### config.mk
export PLATFORM = sky130hd
export DESIGN_NAME = tensor_weight_dequantizer
export DESIGN_NICKNAME = d
export VERILOG_FILES = /design/src/rtl/twd_pkg.sv /design/src/rtl/twd_front.sv /design/src/rtl/twd_math.sv /design/src/rtl/tensor_weight_dequantizer.sv
export SDC_FILE = /design/constraint.sdc
export NUM_CORES = 1
export LEC_CHECK = 0
export ABC_CLOCK_PERIOD_IN_PS = 11680
export BUFFER_PORTS_ARGS = -buffer_cell sky130_fd_sc_hd__buf_2
export CAP_MARGIN = 10
export CORE_ASPECT_RATIO = 0.8
export CORE_UTILIZATION = 30
export CTS_BUF_LIST = sky130_fd_sc_hd__clkbuf_4
export DETAILED_ROUTE_END_ITERATION = 16
export SYNTH_ARGS = -nofsm -noshare
export SYNTH_HDL_FRONTEND = slang
export SYNTH_HIERARCHICAL = 1
export SYNTH_SLANG_ARGS = --single-unit
### constraint.sdc
create_clock -name clk -period 11.68 [get_ports clk]
set_clock_uncertainty 0.05 [all_clocks]
set_input_delay 1.752 -clock clk [delete_from_list [all_inputs] [get_ports clk]]
set_output_delay 1.752 -clock clk [all_outputs]
set_load 0.005 [all_outputs]
### src/rtl/twd_pkg.sv
// shared types, constants and conversion function for the tensor weight dequantizer
`default_nettype none
package twd_pkg;

  typedef enum logic [1:0] {
    FMT_F32 = 2'd0,
    FMT_F16 = 2'd1,
    FMT_Q80 = 2'd2,
    FMT_NONE = 2'd3
  } fmt_t;

  localparam int unsigned Q8BlockBytes = 34;
  localparam logic [31:0] ExpAllOnes = 32'h7F80_0000;
  localparam logic [31:0] QNanInf0 = 32'hFFC0_0000;
  localparam logic [7:0] ExpBiasDiff = 8'd112;

  // operation handed from the front end to the datapath stage
  typedef enum logic [1:0] {
    OP_PASS = 2'd0,
    OP_HALF = 2'd1,
    OP_SCALE = 2'd2
  } op_t;

  typedef struct packed {
    op_t op;
    logic [31:0] data;
    logic [15:0] scale;
  } work_t;

  // binary16 to binary32, exact
  function automatic logic [31:0] half_to_single(input logic [15:0] h);
    logic [4:0] e;
    logic [9:0] m;
    logic [3:0] lz;
    logic [9:0] mn;
    logic [31:0] r;
    e = h[14:10];
    m = h[9:0];
    lz = 4'd0;
    for (int i = 9; i >= 0; i--) begin
      if (m[i] && lz == 4'd0) lz = 4'(10 - i);
    end
    mn = 10'(m << lz);
    if (e == 5'd0) begin
      if (m == 10'd0) r = {h[15], 31'd0};
      else r = {h[15], 8'(ExpBiasDiff + 8'd1 - 8'(lz)), mn, 13'd0};
    end else if (e == 5'h1F) begin
      r = {h[15], 8'hFF, m, 13'd0};
    end else begin
      r = {h[15], 8'(8'(e) + ExpBiasDiff), m, 13'd0};
    end
    return r;
  endfunction

endpackage
`default_nettype wire

### src/rtl/twd_front.sv
// byte gathering and position tracking for the dequantizer
`default_nettype none
module twd_front (
  input  wire logic clk,
  input  wire logic rst,
  input  wire logic [1:0] element_format,
  input  wire logic take,
  input  wire logic [7:0] data_byte,
  input  wire logic tensor_start,
  output logic emit,
  output twd_pkg::work_t work
);
  logic [5:0] byte_position, byte_position_next;
  logic [23:0] partial_bytes, partial_bytes_next;
  logic [15:0] block_scale, block_scale_next;
  logic [5:0] pos;

  always_comb begin
    pos = tensor_start ? 6'd0 : byte_position;
    byte_position_next = pos;
    partial_bytes_next = partial_bytes;
    block_scale_next = block_scale;
    emit = 1'b0;
    work.op = twd_pkg::OP_PASS;
    work.data = {data_byte, partial_bytes};
    work.scale = block_scale;
    unique case (twd_pkg::fmt_t'(element_format))
      twd_pkg::FMT_F32: begin
        if (pos >= 6'd4) pos = 6'd0;
        if (pos < 6'd3) begin
          if (pos == 6'd0) partial_bytes_next = {16'd0, data_byte};
          else if (pos == 6'd1) partial_bytes_next[15:8] = data_byte;
          else partial_bytes_next[23:16] = data_byte;
          byte_position_next = pos + 6'd1;
        end else begin
          emit = 1'b1;
          byte_position_next = 6'd0;
        end
      end
      twd_pkg::FMT_F16: begin
        if (pos >= 6'd2) pos = 6'd0;
        work.op = twd_pkg::OP_HALF;
        work.data = {16'd0, data_byte, partial_bytes[7:0]};
        if (pos == 6'd0) begin
          partial_bytes_next = {16'd0, data_byte};
          byte_position_next = 6'd1;
        end else begin
          emit = 1'b1;
          byte_position_next = 6'd0;
        end
      end
      twd_pkg::FMT_Q80: begin
        if (pos >= 6'(twd_pkg::Q8BlockBytes)) pos = 6'd0;
        work.op = twd_pkg::OP_SCALE;
        work.data = {24'd0, data_byte};
        if (pos == 6'd0) begin
          partial_bytes_next = {16'd0, data_byte};
          byte_position_next = 6'd1;
        end else if (pos == 6'd1) begin
          block_scale_next = {data_byte, partial_bytes[7:0]};
          byte_position_next = 6'd2;
        end else begin
          emit = 1'b1;
          byte_position_next = (pos + 6'd1 >= 6'(twd_pkg::Q8BlockBytes)) ? 6'd0 : pos + 6'd1;
        end
      end
      default: ;
    endcase
  end

  always_ff @(posedge clk) begin
    if (rst) begin
      byte_position <= '0;
      partial_bytes <= '0;
      block_scale <= '0;
    end else if (take) begin
      byte_position <= byte_position_next;
      partial_bytes <= partial_bytes_next;
      block_scale <= block_scale_next;
    end
  end

`ifndef SYNTHESIS
  a_pos_range: assert property (@(posedge clk) disable iff (rst)
    byte_position < 6'(twd_pkg::Q8BlockBytes)) else $error("position out of range");
  a_scale_hold: assert property (@(posedge clk) disable iff (rst)
    !$past(take) |-> $stable(block_scale)) else $error("scale changed without a word");
  a_emit_fmt: assert property (@(posedge clk) disable iff (rst)
    element_format == twd_pkg::FMT_NONE |-> !emit) else $error("result on unused format");
`endif
endmodule
`default_nettype wire

### src/rtl/twd_math.sv
// binary16 widening and scale times signed byte product
`default_nettype none
module twd_math (
  input  wire twd_pkg::work_t work,
  output logic [31:0] value
);
  logic [31:0] f;
  logic qneg;
  logic [7:0] qmag;
  logic sgn;
  logic [7:0] e;
  logic [31:0] p;
  logic [3:0] msb;
  logic [31:0] pn;

  always_comb begin
    f = twd_pkg::half_to_single(work.op == twd_pkg::OP_HALF ? work.data[15:0] : work.scale);
    qneg = work.data[7];
    qmag = qneg ? 8'(9'd256 - {1'b0, work.data[7:0]}) : work.data[7:0];
    sgn = f[31] ^ qneg;
    e = f[30:23];
    p = {24'd0, qmag} * {8'd0, 1'b1, f[22:0]};
    msb = 4'd0;
    for (int i = 31; i >= 24; i--) begin
      if (p[i] && msb == 4'd0) msb = 4'(i - 23);
    end
    pn = p >> msb;
    unique case (work.op)
      twd_pkg::OP_PASS: value = work.data;
      twd_pkg::OP_HALF: value = f;
      twd_pkg::OP_SCALE: begin
        if (e == 8'hFF) begin
          if (f[22:0] != 23'd0) value = f | 32'h0040_0000;
          else if (qmag == 8'd0) value = twd_pkg::QNanInf0;
          else value = {sgn, 31'd0} | twd_pkg::ExpAllOnes;
        end else if (e == 8'd0 || qmag == 8'd0) begin
          value = {sgn, 31'd0};
        end else begin
          value = {sgn, 8'(e + 8'(msb)), pn[22:0]};
        end
      end
      default: value = work.data;
    endcase
  end
endmodule
`default_nettype wire

### src/rtl/tensor_weight_dequantizer.sv
// top level of the tensor weight dequantizer
//
//  channel  signals                               direction
//  in       in_valid in_stall data_byte tensor_start  byte words in
//  out      out_valid out_stall value_bits        binary32 words out
//  cfg      cfg_we cfg_wdata                      element_format register
//
// one byte word is taken per cycle while in_stall is low; the result word for the byte that
// completes it is registered and held in the output register
// the output register with a one-entry skid takes one more result word while output stalls
// rst (synchronous) clears position, gathered bytes, scale and format
// in_stall rises only when the skid entry holds a word
`default_nettype none
module tensor_weight_dequantizer (
  input  wire logic clk,
  input  wire logic rst,
  input  wire logic cfg_we,
  input  wire logic [1:0] cfg_wdata,
  input  wire logic in_valid,
  output logic in_stall,
  input  wire logic [7:0] data_byte,
  input  wire logic tensor_start,
  output logic out_valid,
  input  wire logic out_stall,
  output logic [31:0] value_bits
);
  logic [1:0] element_format;
  logic take;
  logic emit;
  twd_pkg::work_t work;
  logic [31:0] value;
  logic skid_valid;
  logic [31:0] skid_bits;

  // input accepted whenever the skid slot is free
  assign in_stall = skid_valid;
  assign take = in_valid && !in_stall;

  always_ff @(posedge clk) begin
    if (rst) element_format <= twd_pkg::FMT_F32;
    else if (cfg_we) element_format <= cfg_wdata;
  end

  twd_front u_front (
    .clk(clk), .rst(rst), .element_format(element_format), .take(take),
    .data_byte(data_byte), .tensor_start(tensor_start), .emit(emit), .work(work)
  );

  twd_math u_math (.work(work), .value(value));

  // output register plus skid slot
  always_ff @(posedge clk) begin
    if (rst) begin
      out_valid <= 1'b0;
      skid_valid <= 1'b0;
    end else begin
      if (out_valid && out_stall) begin
        if (take && emit) skid_valid <= 1'b1;
      end else begin
        if (skid_valid) begin
          out_valid <= 1'b1;
          skid_valid <= 1'b0;
        end else begin
          out_valid <= take && emit;
        end
      end
    end
  end

  always_ff @(posedge clk) begin
    if (out_valid && out_stall) begin
      if (take && emit) skid_bits <= value;
    end else if (skid_valid) begin
      value_bits <= skid_bits;
    end else if (take && emit) begin
      value_bits <= value;
    end
  end

`ifndef SYNTHESIS
  a_skid_needs_out: assert property (@(posedge clk) disable iff (rst)
    skid_valid |-> out_valid) else $error("skid full with output empty");
  a_skid_drain: assert property (@(posedge clk) disable iff (rst)
    skid_valid && !out_stall |=> out_valid && !skid_valid) else $error("skid not drained");
  a_out_hold: assert property (@(posedge clk) disable iff (rst)
    out_valid && out_stall |=> out_valid && $stable(value_bits)) else $error("output changed");
`endif
endmodule
`default_nettype wire

==> impl_metrics.env <==
export IMPL_grt_pass1_wl_um=54700
export IMPL_final_hold_violation_count=0
export IMPL_worstSetupPathType="in2reg"
export IMPL_grt_max_degree=54
export IMPL_cp_slowest_cell="fa_1"
export IMPL_hpwlAfterDp_um=26400
export IMPL_synth_edff_count=64
export IMPL_wirelength_um=33800
export IMPL_ant_nets=0
export IMPL_finalSetupTns_ns=0
export IMPL_hp_class="reg2reg"
export IMPL_vias_per_cell=5.53
export IMPL_core_rowCount=63
export IMPL_power_total_mw=1.19
export IMPL_fin_area_sq_mm=0.0127
export IMPL_top_usage_layer="met1"
export IMPL_period_needed_ns=11.07
export IMPL_dpl_cell_area_sq_mm=0.0124
export IMPL_vdd_drop_max_uv=46.5
export IMPL_cp_slowest_stage_delay_ns=0.56
export IMPL_clk_pin_slew_ns=0.12
export IMPL_nets=1484
export IMPL_syn_avg_cell_area_sq_um=8.77
export IMPL_use_met1_pct=26.8
export IMPL_worst_pin_slew_ns=1.20
export IMPL_critPathRequiredTime_ns=11.90
export IMPL_cts_hold_fix_buffers=0
export IMPL_mostFrequentLayoutCell="nor2_1"
export IMPL_antenna_found_initial=0
export IMPL_vias=10238
export IMPL_area_delta_synth_final_pct=10.3
export IMPL_drive_above_1_share_pct=16.6
export IMPL_cellLeakagePower_nw=5.26
export IMPL_cap_violations=0
export IMPL_met2_usage_pct=25.0
export IMPL_met3_usage_pct=3.20
export IMPL_overflow=0
export IMPL_finalMaxSlewViolations=0
export IMPL_synthArstFlopShare_pct=0
export IMPL_slew_headroom_pct=18.9
export IMPL_fin_crit_sh_pct=94.8
export IMPL_synth_top_area_share_pct=16.7
export IMPL_synth_seq_cells=114
export IMPL_yosys_area_top_type="edfxtp_1"
export IMPL_finalSetupViolCount=0
export IMPL_yosys_warnings=6
export IMPL_htreeDepth=4
export IMPL_cts_tree="done"
export IMPL_clock_latency_ns=0.52
export IMPL_pin_count=50
export IMPL_arrival_ns=11.29
export IMPL_drc=0
export IMPL_cts_made_buffers=17
export IMPL_die_w_um=221
export IMPL_final_cell_mix="135 x nor2_1, 127 x inv_1, 82 x nand2_1"
export IMPL_hp_start="u_front/partial_bytes[10]$_SDFFE_PP0P_"
export IMPL_crit_path_end_kind="flop"
export IMPL_netlist_instances=1313
export IMPL_fin_cells=1853
export IMPL_coreArea_sq_mm=0.0374
export IMPL_syn_cell_area_sq_mm=0.0115
export IMPL_yosysUniqueCellTypes=96
export IMPL_rsz0062_at_grt="no"
export IMPL_diodes=0
export IMPL_firstDrtPassIters=7
export IMPL_gr_usage_all_layers_pct=17.5
export IMPL_cts_sinks=114
export IMPL_post_cts_setup_buffer_count=0
export IMPL_status="completed"
export IMPL_numPortBuffers=49
export IMPL_clock_path_buffers=2
export IMPL_drt_iter0_markers=1044
export IMPL_avgRoutedWirePerCell_um=18.2
export IMPL_synth_area_leaders="edfxtp_1 17%, fa_1 9.6%, dfxtp_1 8.7%, ha_1 6.5%, mux2i_1 5.5%"
export IMPL_cp_startpoint="data_byte[1]"
export IMPL_start_util_pct=30.7
export IMPL_syn_nets=1444
export IMPL_place_congestion=0.941
export IMPL_grt_pass1_vias=9723
export IMPL_cts_resized=0
export IMPL_timing_fmax_mhz=90.3
export IMPL_clockRootBuffer="clkbuf_4"
export IMPL_dp_cells=1821
export IMPL_seq_area_frac_synth_pct=25.4
export IMPL_dieArea_sq_mm=0.0392
export IMPL_critPathMaxFanout=10
export IMPL_start_kind="primary input"
export IMPL_synth_flop_cell="edfxtp_1"
export IMPL_powerDensity_mw_per_mm2=94.1
export IMPL_timing_rr_start="element_format[1]$_SDFFE_PP0P_"
export IMPL_die_h_um=177
final timing paths:
path	slack (ns)	endpoint	depth (start not counted)
max	0.61	value_bits[30]$_DFFE_PP_	38
min	0.43	u_front/partial_bytes[10]$_SDFFE_PP0P_	2
max reg2reg	0.68	value_bits[30]$_DFFE_PP_	40
min reg2reg	0.43	u_front/partial_bytes[10]$_SDFFE_PP0P_	2
cell type report:
| cell class | count | area, sq um |
|---|---|---|
| Clock buffer | 17 | 128 |
| Tap cell | 487 | 609 |
| Multi-Input combinational cell | 1002 | 7820 |
| Fill cell | 3879 | 24800 |
| Inverter | 129 | 484 |
| Clock inverter | 15 | 171 |
| Sequential cell | 114 | 2920 |
| Timing Repair Buffer | 89 | 558 |
cell usage after synthesis, drive strengths merged, types with 35 or more instances:
master,n
nor2,139
inv,129
nand2,82
a21oi,73
o21ai,72
edfxtp,64
mux2i,64
ha,60
fa,55
dfxtp,50
mux2,44
clkbuf,41
nor2b,35
flip-flops by register name, summed over array words and instances (netlist names):
register / flops
skid_bits: 32
value_bits: 32
u_front/partial_bytes: 24
u_front/block_scale: 16
u_front/byte_position: 6
element_format: 2
in_stall: 1
out_valid: 1
layer usage:
layer | vias up | part of all wire (%)
met3 | 38 | 7.9
li1 | 4756 | -
met1 | 5027 | 50
met5 | - | 0
met4 | 0 | 1.3
met2 | 417 | 41
critical path: cells and delay by family:
| kind | cells | cell delay [ns] |
|---|---|---|
| multiplexers | 3 | 0.78 |
| adder cells (fa/ha/maj) | 6 | 2.67 |
| AND/OR/NAND/NOR | 7 | 1.57 |
| buffers and inverters | 6 | 0.61 |
| XOR/XNOR | 1 | 0.14 |
| AO/OA/AOI/OAI | 15 | 3.74 |
stage by stage:
stage	hold slack [ns]	setup WS [ns]	utilization, %
floorplan	0.392	1.01	-
global placement	0.406	0.0427	33.0
detailed placement	0.411	-0.162	33.0
CTS	0.430	0.400	33.8
global route	0.448	0.00180	33.9
finish	0.430	0.611	33.9
cells by family after synthesis:
kind of cell,after synthesis,synth area share (%)
AOI/OAI and AO/OA,308,18.7
muxes,110,11.4
buffers and inverters,197,7.13
DFF,114,25.4
and+or+nand+nor,445,19.5
xor gates and xnor gates,24,1.83
adders and majority gates,115,16.1
power by group:
group          switching [mW]  internal (mW)  total, mW
Combinational           0.280          0.163      0.442
Clock                   0.183          0.135      0.317
Sequential            0.00435          0.430      0.435
No activity file was read; power rests on OpenSTA's default activity.
